--- src/rtl/alru_pkg.sv ---
// shared types and constants for the associative lookup table with lru replacement
package alru_pkg;

  localparam int unsigned KEY_W  = 64;
  localparam int unsigned SLOT_W = 4;

  localparam logic REQ_LOOKUP = 1'b0;
  localparam logic REQ_INSERT = 1'b1;

  typedef struct packed {
    logic key_we;
    logic age_we;
  } alru_we_t;

  typedef struct packed {
    logic key_eq;
    logic age_lt;
    logic age_zero;
  } alru_cmp_t;

endpackage

--- src/rtl/assoc_lookup_lru_replace.sv ---
// top level: sequencer, valid bits and result registers of the lru tag table
// a lookup miss runs only the scan pass, a lookup hit the scan and age passes, and an insert
// the scan pass, a write and the age pass; both passes step one entry per cycle over the
// single read port of the key and age memories
// one request at a time: busy stays high from accept until done_o pulses, and the next
// request can be taken at the edge that takes the result beat; the receiver cannot stall
// reset clears all valid bits at once, so the table is empty without a clear pass
module assoc_lookup_lru_replace #(
  parameter int unsigned ENTRIES  = 16,
  parameter int unsigned KEY_BITS = 64,
  parameter int unsigned AGE_BITS = 32
) (
  input  logic                          clk_i,
  input  logic                          rst_ni,
  input  logic                          start,
  output logic                          busy,
  input  logic                          req_type_i,
  input  logic [alru_pkg::KEY_W-1:0]    key_i,
  output logic                          done_o,
  output logic                          hit_o,
  output logic [alru_pkg::SLOT_W-1:0]   slot_o
);
  import alru_pkg::*;

  localparam int unsigned ADDR_BITS = (ENTRIES > 1) ? $clog2(ENTRIES) : 1;
  localparam int unsigned CNT_BITS  = ADDR_BITS + 1;
  localparam logic [AGE_BITS-1:0] AGE_MAX = {AGE_BITS{1'b1}};

  typedef enum logic [1:0] {
    S_IDLE,
    S_SCAN,
    S_WRITE,
    S_AGE
  } state_e;

  state_e               state_q;
  logic [CNT_BITS-1:0]  idx_q;
  logic [ENTRIES-1:0]   valid_q;
  logic                 req_q;
  logic [KEY_BITS-1:0]  key_q;
  logic                 found_q;
  logic                 have_q;
  logic [ADDR_BITS-1:0] sel_q;
  logic [AGE_BITS-1:0]  best_q;
  logic                 done_q;
  logic                 hit_q;
  logic [SLOT_W-1:0]    slot_q;

  logic [ADDR_BITS-1:0] rd_addr;
  logic [ADDR_BITS-1:0] p_idx;
  logic                 p_vld;
  logic                 proc;
  logic                 last;
  logic                 scan_match;
  logic [KEY_BITS-1:0]  rd_key;
  logic [AGE_BITS-1:0]  rd_age;
  logic [AGE_BITS-1:0]  age_dec;
  alru_cmp_t            cmp;
  alru_we_t             we;
  logic [ADDR_BITS-1:0] wr_addr;
  logic [AGE_BITS-1:0]  wr_age;

  alru_mem #(
    .ENTRIES   (ENTRIES),
    .KEY_BITS  (KEY_BITS),
    .AGE_BITS  (AGE_BITS),
    .ADDR_BITS (ADDR_BITS)
  ) u_mem (
    .clk_i     (clk_i),
    .we_i      (we),
    .wr_addr_i (wr_addr),
    .wr_key_i  (key_q),
    .wr_age_i  (wr_age),
    .rd_addr_i (rd_addr),
    .rd_key_o  (rd_key),
    .rd_age_o  (rd_age)
  );

  alru_unit #(
    .KEY_BITS (KEY_BITS),
    .AGE_BITS (AGE_BITS)
  ) u_unit (
    .rd_key_i   (rd_key),
    .req_key_i  (key_q),
    .rd_age_i   (rd_age),
    .best_age_i (best_q),
    .cmp_o      (cmp),
    .age_dec_o  (age_dec)
  );

  // read data of entry idx-1 arrives while idx is issued
  always_comb begin
    rd_addr = idx_q[ADDR_BITS-1:0];
    p_idx   = ADDR_BITS'(idx_q - CNT_BITS'(1));
    p_vld   = valid_q[p_idx];
    proc    = (idx_q != '0);
    last    = (idx_q == CNT_BITS'(ENTRIES));
    if (req_q == REQ_LOOKUP) begin
      scan_match = proc && !found_q && p_vld && cmp.key_eq;
    end else begin
      scan_match = proc && !found_q && !p_vld;
    end
    we      = '0;
    wr_addr = sel_q;
    wr_age  = AGE_MAX;
    if (state_q == S_WRITE) begin
      we.key_we = 1'b1;
      we.age_we = 1'b1;
    end else if (state_q == S_AGE && proc && p_vld && p_idx != sel_q && !cmp.age_zero) begin
      we.age_we = 1'b1;
      wr_addr   = p_idx;
      wr_age    = age_dec;
    end
  end

  always_ff @(posedge clk_i or negedge rst_ni) begin
    if (!rst_ni) begin
      state_q <= S_IDLE;
      idx_q   <= '0;
      valid_q <= '0;
      req_q   <= REQ_LOOKUP;
      key_q   <= '0;
      found_q <= 1'b0;
      have_q  <= 1'b0;
      sel_q   <= '0;
      best_q  <= '0;
      done_q  <= 1'b0;
      hit_q   <= 1'b0;
      slot_q  <= '0;
    end else begin
      done_q <= 1'b0;
      unique case (state_q)
        S_IDLE: begin
          if (start) begin
            req_q   <= req_type_i;
            key_q   <= key_i[KEY_BITS-1:0];
            idx_q   <= '0;
            found_q <= 1'b0;
            have_q  <= 1'b0;
            sel_q   <= '0;
            state_q <= S_SCAN;
          end
        end
        S_SCAN: begin
          idx_q <= idx_q + CNT_BITS'(1);
          if (scan_match) begin
            found_q <= 1'b1;
            sel_q   <= p_idx;
          end else if (proc && !found_q && req_q == REQ_INSERT
                       && (!have_q || cmp.age_lt)) begin
            // full so far: track the oldest entry, first one wins ties
            best_q <= rd_age;
            sel_q  <= p_idx;
            have_q <= 1'b1;
          end
          if (last) begin
            idx_q <= '0;
            if (req_q == REQ_INSERT) begin
              state_q <= S_WRITE;
            end else if (found_q || scan_match) begin
              state_q <= S_AGE;
            end else begin
              done_q  <= 1'b1;
              hit_q   <= 1'b0;
              slot_q  <= '0;
              state_q <= S_IDLE;
            end
          end
        end
        S_WRITE: begin
          valid_q[sel_q] <= 1'b1;
          idx_q          <= '0;
          state_q        <= S_AGE;
        end
        S_AGE: begin
          idx_q <= idx_q + CNT_BITS'(1);
          if (last) begin
            idx_q   <= '0;
            done_q  <= 1'b1;
            hit_q   <= (req_q == REQ_LOOKUP);
            slot_q  <= SLOT_W'(sel_q);
            state_q <= S_IDLE;
          end
        end
        default: begin
          state_q <= S_IDLE;
        end
      endcase
    end
  end

  assign busy   = (state_q != S_IDLE);
  assign done_o = done_q;
  assign hit_o  = hit_q;
  assign slot_o = slot_q;

  // a result beat only comes out once the sequencer is back to idle
  a_done_idle: assert property (@(posedge clk_i) disable iff (!rst_ni)
    done_q |-> state_q == S_IDLE)
    else $error("result beat while sequencer busy");

  // an insert always leaves its chosen slot valid
  a_insert_valid: assert property (@(posedge clk_i) disable iff (!rst_ni)
    (done_q && req_q == REQ_INSERT) |-> valid_q[sel_q])
    else $error("inserted slot not valid");

  // hit is only reported for a lookup
  a_hit_lookup: assert property (@(posedge clk_i) disable iff (!rst_ni)
    (done_q && hit_q) |-> req_q == REQ_LOOKUP)
    else $error("hit reported for insert");

  // an accepted request starts the scan from entry zero
  a_start_scan: assert property (@(posedge clk_i) disable iff (!rst_ni)
    (start && !busy) |=> (state_q == S_SCAN && idx_q == '0))
    else $error("accepted request did not start scan");

  // a lookup hit slot must be a valid entry
  a_hit_slot_valid: assert property (@(posedge clk_i) disable iff (!rst_ni)
    (state_q == S_AGE && req_q == REQ_LOOKUP) |-> valid_q[sel_q])
    else $error("lookup hit on invalid slot");

endmodule

--- src/rtl/alru_mem.sv ---
// key and age storage, one write port and one registered read port each
module alru_mem #(
  parameter int unsigned ENTRIES   = 16,
  parameter int unsigned KEY_BITS  = 64,
  parameter int unsigned AGE_BITS  = 32,
  parameter int unsigned ADDR_BITS = 4
) (
  input  logic                  clk_i,
  input  alru_pkg::alru_we_t    we_i,
  input  logic [ADDR_BITS-1:0]  wr_addr_i,
  input  logic [KEY_BITS-1:0]   wr_key_i,
  input  logic [AGE_BITS-1:0]   wr_age_i,
  input  logic [ADDR_BITS-1:0]  rd_addr_i,
  output logic [KEY_BITS-1:0]   rd_key_o,
  output logic [AGE_BITS-1:0]   rd_age_o
);
  import alru_pkg::*;

  logic [KEY_BITS-1:0] key_mem [ENTRIES];
  logic [AGE_BITS-1:0] age_mem [ENTRIES];
  logic [KEY_BITS-1:0] rd_key_q;
  logic [AGE_BITS-1:0] rd_age_q;

  always_ff @(posedge clk_i) begin
    if (we_i.key_we) begin
      key_mem[wr_addr_i] <= wr_key_i;
    end
    if (we_i.age_we) begin
      age_mem[wr_addr_i] <= wr_age_i;
    end
    rd_key_q <= key_mem[rd_addr_i];
    rd_age_q <= age_mem[rd_addr_i];
  end

  assign rd_key_o = rd_key_q;
  assign rd_age_o = rd_age_q;

endmodule

--- src/rtl/alru_unit.sv ---
// shared compare and decrement unit used by every step of the scan and age passes
module alru_unit #(
  parameter int unsigned KEY_BITS = 64,
  parameter int unsigned AGE_BITS = 32
) (
  input  logic [KEY_BITS-1:0]  rd_key_i,
  input  logic [KEY_BITS-1:0]  req_key_i,
  input  logic [AGE_BITS-1:0]  rd_age_i,
  input  logic [AGE_BITS-1:0]  best_age_i,
  output alru_pkg::alru_cmp_t  cmp_o,
  output logic [AGE_BITS-1:0]  age_dec_o
);
  import alru_pkg::*;

  always_comb begin
    cmp_o.key_eq   = (rd_key_i == req_key_i);
    cmp_o.age_lt   = (rd_age_i < best_age_i);
    cmp_o.age_zero = (rd_age_i == '0);
    age_dec_o      = rd_age_i - AGE_BITS'(1);
  end

endmodule
--- config.mk ---
export PLATFORM = sky130hd
export DESIGN_NAME = assoc_lookup_lru_replace
export DESIGN_NICKNAME = d
export VERILOG_FILES = /design/src/rtl/alru_pkg.sv /design/src/rtl/assoc_lookup_lru_replace.sv /design/src/rtl/alru_mem.sv /design/src/rtl/alru_unit.sv
export SDC_FILE = /design/constraint.sdc
export NUM_CORES = 2
export LEC_CHECK = 0
export BUFFER_PORTS_ARGS = -buffer_cell sky130_fd_sc_hd__buf_2
export CORE_MARGIN = 2
export CORE_UTILIZATION = 48
export CTS_BUF_LIST = sky130_fd_sc_hd__clkbuf_4 sky130_fd_sc_hd__clkbuf_8
export DETAILED_ROUTE_END_ITERATION = 6
export PLACE_DENSITY = 0.65
export SLEW_MARGIN = 5
export SYNTH_ARGS = -nofsm -noshare
export SYNTH_HDL_FRONTEND = slang
export SYNTH_SLANG_ARGS = --single-unit
--- constraint.sdc ---
create_clock -name clk_i -period 8.2 [get_ports clk_i]
set_clock_uncertainty 0.1 [all_clocks]
set_input_delay 0 -clock clk_i [delete_from_list [all_inputs] [get_ports clk_i]]
set_output_delay 0 -clock clk_i [all_outputs]
set_load 0.02 [all_outputs]
==> Flow_metrics.wiki <==
{| class="wikitable"
! Metric !! Value
|-
| Detailed-placement wirelength estimate || 79,200 µm
|-
| Clock power frac || about a third
|-
| Summed negative setup slack over all endpoints || 0 ns
|-
| Gate count after technology mapping || between 2,000 and 3,000
|-
| Yosys warning total || 0
|-
| Hold Path Class || primary input to asynchronous set/reset pin
|-
| Yosys reg bits || between 1,500 and 2,000
|-
| H-tree levels || 5
|-
| Number of port buffers || 74
|-
| Synthesized Nets || about 3,000
|-
| Area of the mapped netlist || ~67,000 µm²
|-
| Capturing element type of the critical path || register
|-
| Total length of routed wires || between 100,000 and 150,000 µm
|-
| DRC violation count after routing || 0
|-
| Number of buffers on the longest clock path || 4
|-
| Max-cap violations || 0
|-
| Biggest area contributors in the synthesized netlist || sky130_fd_sc_hd__edfxtp_1 69%, sky130_fd_sc_hd__mux4_2 16%, sky130_fd_sc_hd__dfrtp_1 4.9%, sky130_fd_sc_hd__dfxtp_1 2.9%, sky130_fd_sc_hd__mux2_2 1.4%
|-
| Unique cell type count in the Yosys netlist || 65
|-
| Required time at the worst-slack endpoint || between 8 and 9 ns
|-
| Post-CTS setup-driven buffer insertion count || 0
|-
| Final critical-path required period || 5.78 ns
|-
| Post-route total power || roughly 25 mW
|-
| Wire length of the first global-routing pass || between 200,000 and 250,000 µm
|-
| Die width || 378 µm
|-
| Final Util || around 56%
|-
| Sequential cell area fraction in the yosys report || around 76%
|-
| GP Congestion || roughly 0.79
|-
| Number of placement rows || roughly 140
|-
| Fin nets || 3,539
|-
| Library cell used as clock root buffer || sky130_fd_sc_hd__clkbuf_8
|-
| RSZ-0062 raised after global routing || no
|-
| Switching power || about 6.9 mW
|-
| Post-synth top area share || about 69%
|-
| Layout cell share with drive strength beyond 1 || between 30% and 40%
|-
| Vert. Die Dim || between 300 and 400 µm
|-
| Number of antenna violations at the first check in global routing || 2
|-
| Global-route usage over all layers || a little over a fifth
|-
| Headroom to the max-slew limit || between 20% and 30%
|-
| Most frequent cells in the layout || 1,536 x sky130_fd_sc_hd__edfxtp_1, 484 x sky130_fd_sc_hd__mux4_2, 332 x sky130_fd_sc_hd__clkbuf_8
|-
| Ports || 75
|-
| Most common library cell in the layout ignoring fill and taps || sky130_fd_sc_hd__edfxtp_1
|-
| Dominant register cell in the synthesized netlist || sky130_fd_sc_hd__edfxtp_1
|-
| Worst ir drop on vdd || between 0.0002 and 0.0003 V
|-
| Clock buffer count from CTS || between 200 and 300
|-
| Status || complete, no violations
|-
| Initial Utilization || just under 50%
|-
| Comb pwr share || between 10% and 20%
|-
| Number of clock sinks seen by CTS || 1,764
|-
| Dominant cell type by area after synthesis || sky130_fd_sc_hd__edfxtp_1
|-
| Flop pwr share || between 40% and 50%
|-
| Crit share post-route || between 70% and 80%
|-
| Area added between synthesis and finish || 15.6%
|-
| Routed len/inst || between 20 and 30 µm
|-
| Number of optimization iterations in the first detailed-route pass || 5
|-
| Pwr Density || around 320 nW/µm²
|-
| Endpoints failing setup || 0
|-
| Max-slew violation count || 0
|-
| Number of vias per cell after detailed routing || 5.70
|-
| Iteration-0 DRC count of the detailed router || between 3,000 and 4,000
|-
| Clock tree from TritonCTS || done
|-
| Residual overflow from global routing || 0
|-
| Worst endpoint data arrival time || roughly 6.3 ns
|-
| Actual slew at the worst max-slew pin || 1.17 ns
|-
| Clock-pin slew on the worst setup and hold paths || 0.06 ns
|-
| Standby leakage power || between 20 and 30 nW
|-
| Switching power share of the total || 27.9%
|-
| Number of global-route vias before repair || ~34,000
|-
| Internal power || around 18 mW
|-
| Maximum number of pins on one net before global-route repair || ~170
|-
| Setup crit start kind || register
|-
| Die outline area || around 140,000 µm²
|-
| Worst skew pair latency || 1.00 ns
|-
| Number of flops mapped to enable cells by yosys || 1,536
|-
| Critical Setup Path Class || register to register
|-
| Final hold violation count || 0
|-
| Via Count || between 30,000 and 40,000
|-
| Peak Freq || between 150 and 200 MHz
|-
| Share of synthesized flip-flops with an asynchronous set or reset || between 7 and 8%
|-
| Syn Area/Cell || ~23 µm²
|-
| Maximum fanout along the worst path || slightly below 50
|-
| Final ANT Viol Nets || 0
|-
| Floorplan Core Area || ~140,000 µm²
|}
## metrics by stage
step	setup WS [ns]	instances	area, µm²	hold slack [ns]
after floorplan	1.51	2976	67100	-0.396
after global placement	2.44	4859	70200	-0.0177
after detailed placement	2.34	4859	70200	-0.00336
after CTS	2.33	5529	77600	0.0377
after global routing	2.15	5530	77600	0.108
final	2.42	5533	77600	0.110
## power by group through the flow
stage	clock (mW)	sequential [mW]	combinational, mW
floorplan	0	11.6	3.71
global placement	0	12.1	4.77
detailed placement	0	12.2	4.82
CTS	7.93	12.0	4.94
global route	8.31	12.1	5.17
finish	7.74	12.0	4.83
## worst max-delay path: stages (launching register included)
cell and delay [ns]:
sky130_fd_sc_hd__dfrtp_4 0.96, sky130_fd_sc_hd__inv_1 0.19, sky130_fd_sc_hd__ha_1 0.54, sky130_fd_sc_hd__mux4_2 0.56
sky130_fd_sc_hd__mux2i_2 0.26, sky130_fd_sc_hd__a21oi_2 0.13, sky130_fd_sc_hd__nor4_4 0.26, sky130_fd_sc_hd__buf_4 0.52
sky130_fd_sc_hd__mux2i_2 0.13, sky130_fd_sc_hd__buf_4 0.25, sky130_fd_sc_hd__nor2_4 0.89, sky130_fd_sc_hd__buf_4 0.55
## repair_timing
action | 4_1_cts | 5_1_grt
hold endpoints to repair | 209 | 0
gates resized for setup | 0 | 0
hold buffers | 151 | 0
## Yosys cell counts, drive strengths merged (8+ instances only)
library cell	number
edfxtp	1536
mux4	484
dfrtp	132
dfxtp	96
mux2	93
clkbuf	72
nand2	65
buf	61
inv	60
nor2	60
xor2	48
xnor2	45
ha	36
o21ai	30
a21oi	20
nand3	18
nor4	16
nand4	10
a22o	9
nor3	9
o21bai	8
or4	8
## metal layers
metal	routed length (µm)	up-vias	track usage (%)
met5	12	-	0
li1	-	13362	-
met2	77200	1040	36.4
met4	3840	2	7.16
met1	59400	16844	27.6
met3	7200	292	3.28
## logic make-up (layout without fill, tap and decap cells)
family | Yosys count | after routing | synth area share [%]
fa+ha+maj | 36 | 36 | 0.671
xor+xnor | 93 | 93 | 1.24
other cells | 0 | 4 | 0
buf+inv | 193 | 870 | 1.16
simple gates | 214 | 214 | 1.63
mux | 584 | 584 | 17.9
compound gates | 92 | 92 | 0.911
flops | 1764 | 1764 | 76.5
## state kept, by name, summed over array words and instances, names as in the netlist, 5 cells and up, named ones only
signal          flops
u_mem.rd_key_o     64
u_mem.key_mem    1024
idx_q               5
u_mem.rd_age_o     32
u_mem.age_mem     512
key_q              64
best_q             32
valid_q            16
## worst paths after layout
check                                  startpoint                              end  slack, ns  depth (start not counted)
max in group asynchronous                  rst_ni             idx_q[3]$_DFFE_PN0P_       6.82                          4
min in group clk_i                      key_i[12]            key_q[12]$_DFFE_PN0P_       0.19                          4
setup / recovery             idx_q[1]$_DFFE_PN0P_  u_mem.key_mem[10][20]$_DFFE_PP_       2.42                         11
setup reg to reg             idx_q[1]$_DFFE_PN0P_  u_mem.key_mem[10][20]$_DFFE_PP_       2.42                         11
hold reg to reg            valid_q[5]$_DFFE_PN0P_           valid_q[5]$_DFFE_PN0P_       0.36                          2
hold / removal                             rst_ni            key_q[54]$_DFFE_PN0P_       0.11                          4
## cell type report
| class | instances | area (µm²) |
|---|---|---|
| Tap cell | 1876 | 2350 |
| Sequential cell | 1764 | 51400 |
| Antenna cell | 4 | 10.0 |
| Fill cell | 10283 | 61600 |
| Clock inverter | 101 | 686 |
| Timing Repair Buffer | 291 | 2490 |
| Multi-Input combinational cell | 1019 | 15300 |
| Inverter | 60 | 225 |
| Clock buffer | 418 | 5220 |
Note: power is estimated with default switching activity, not from simulation.
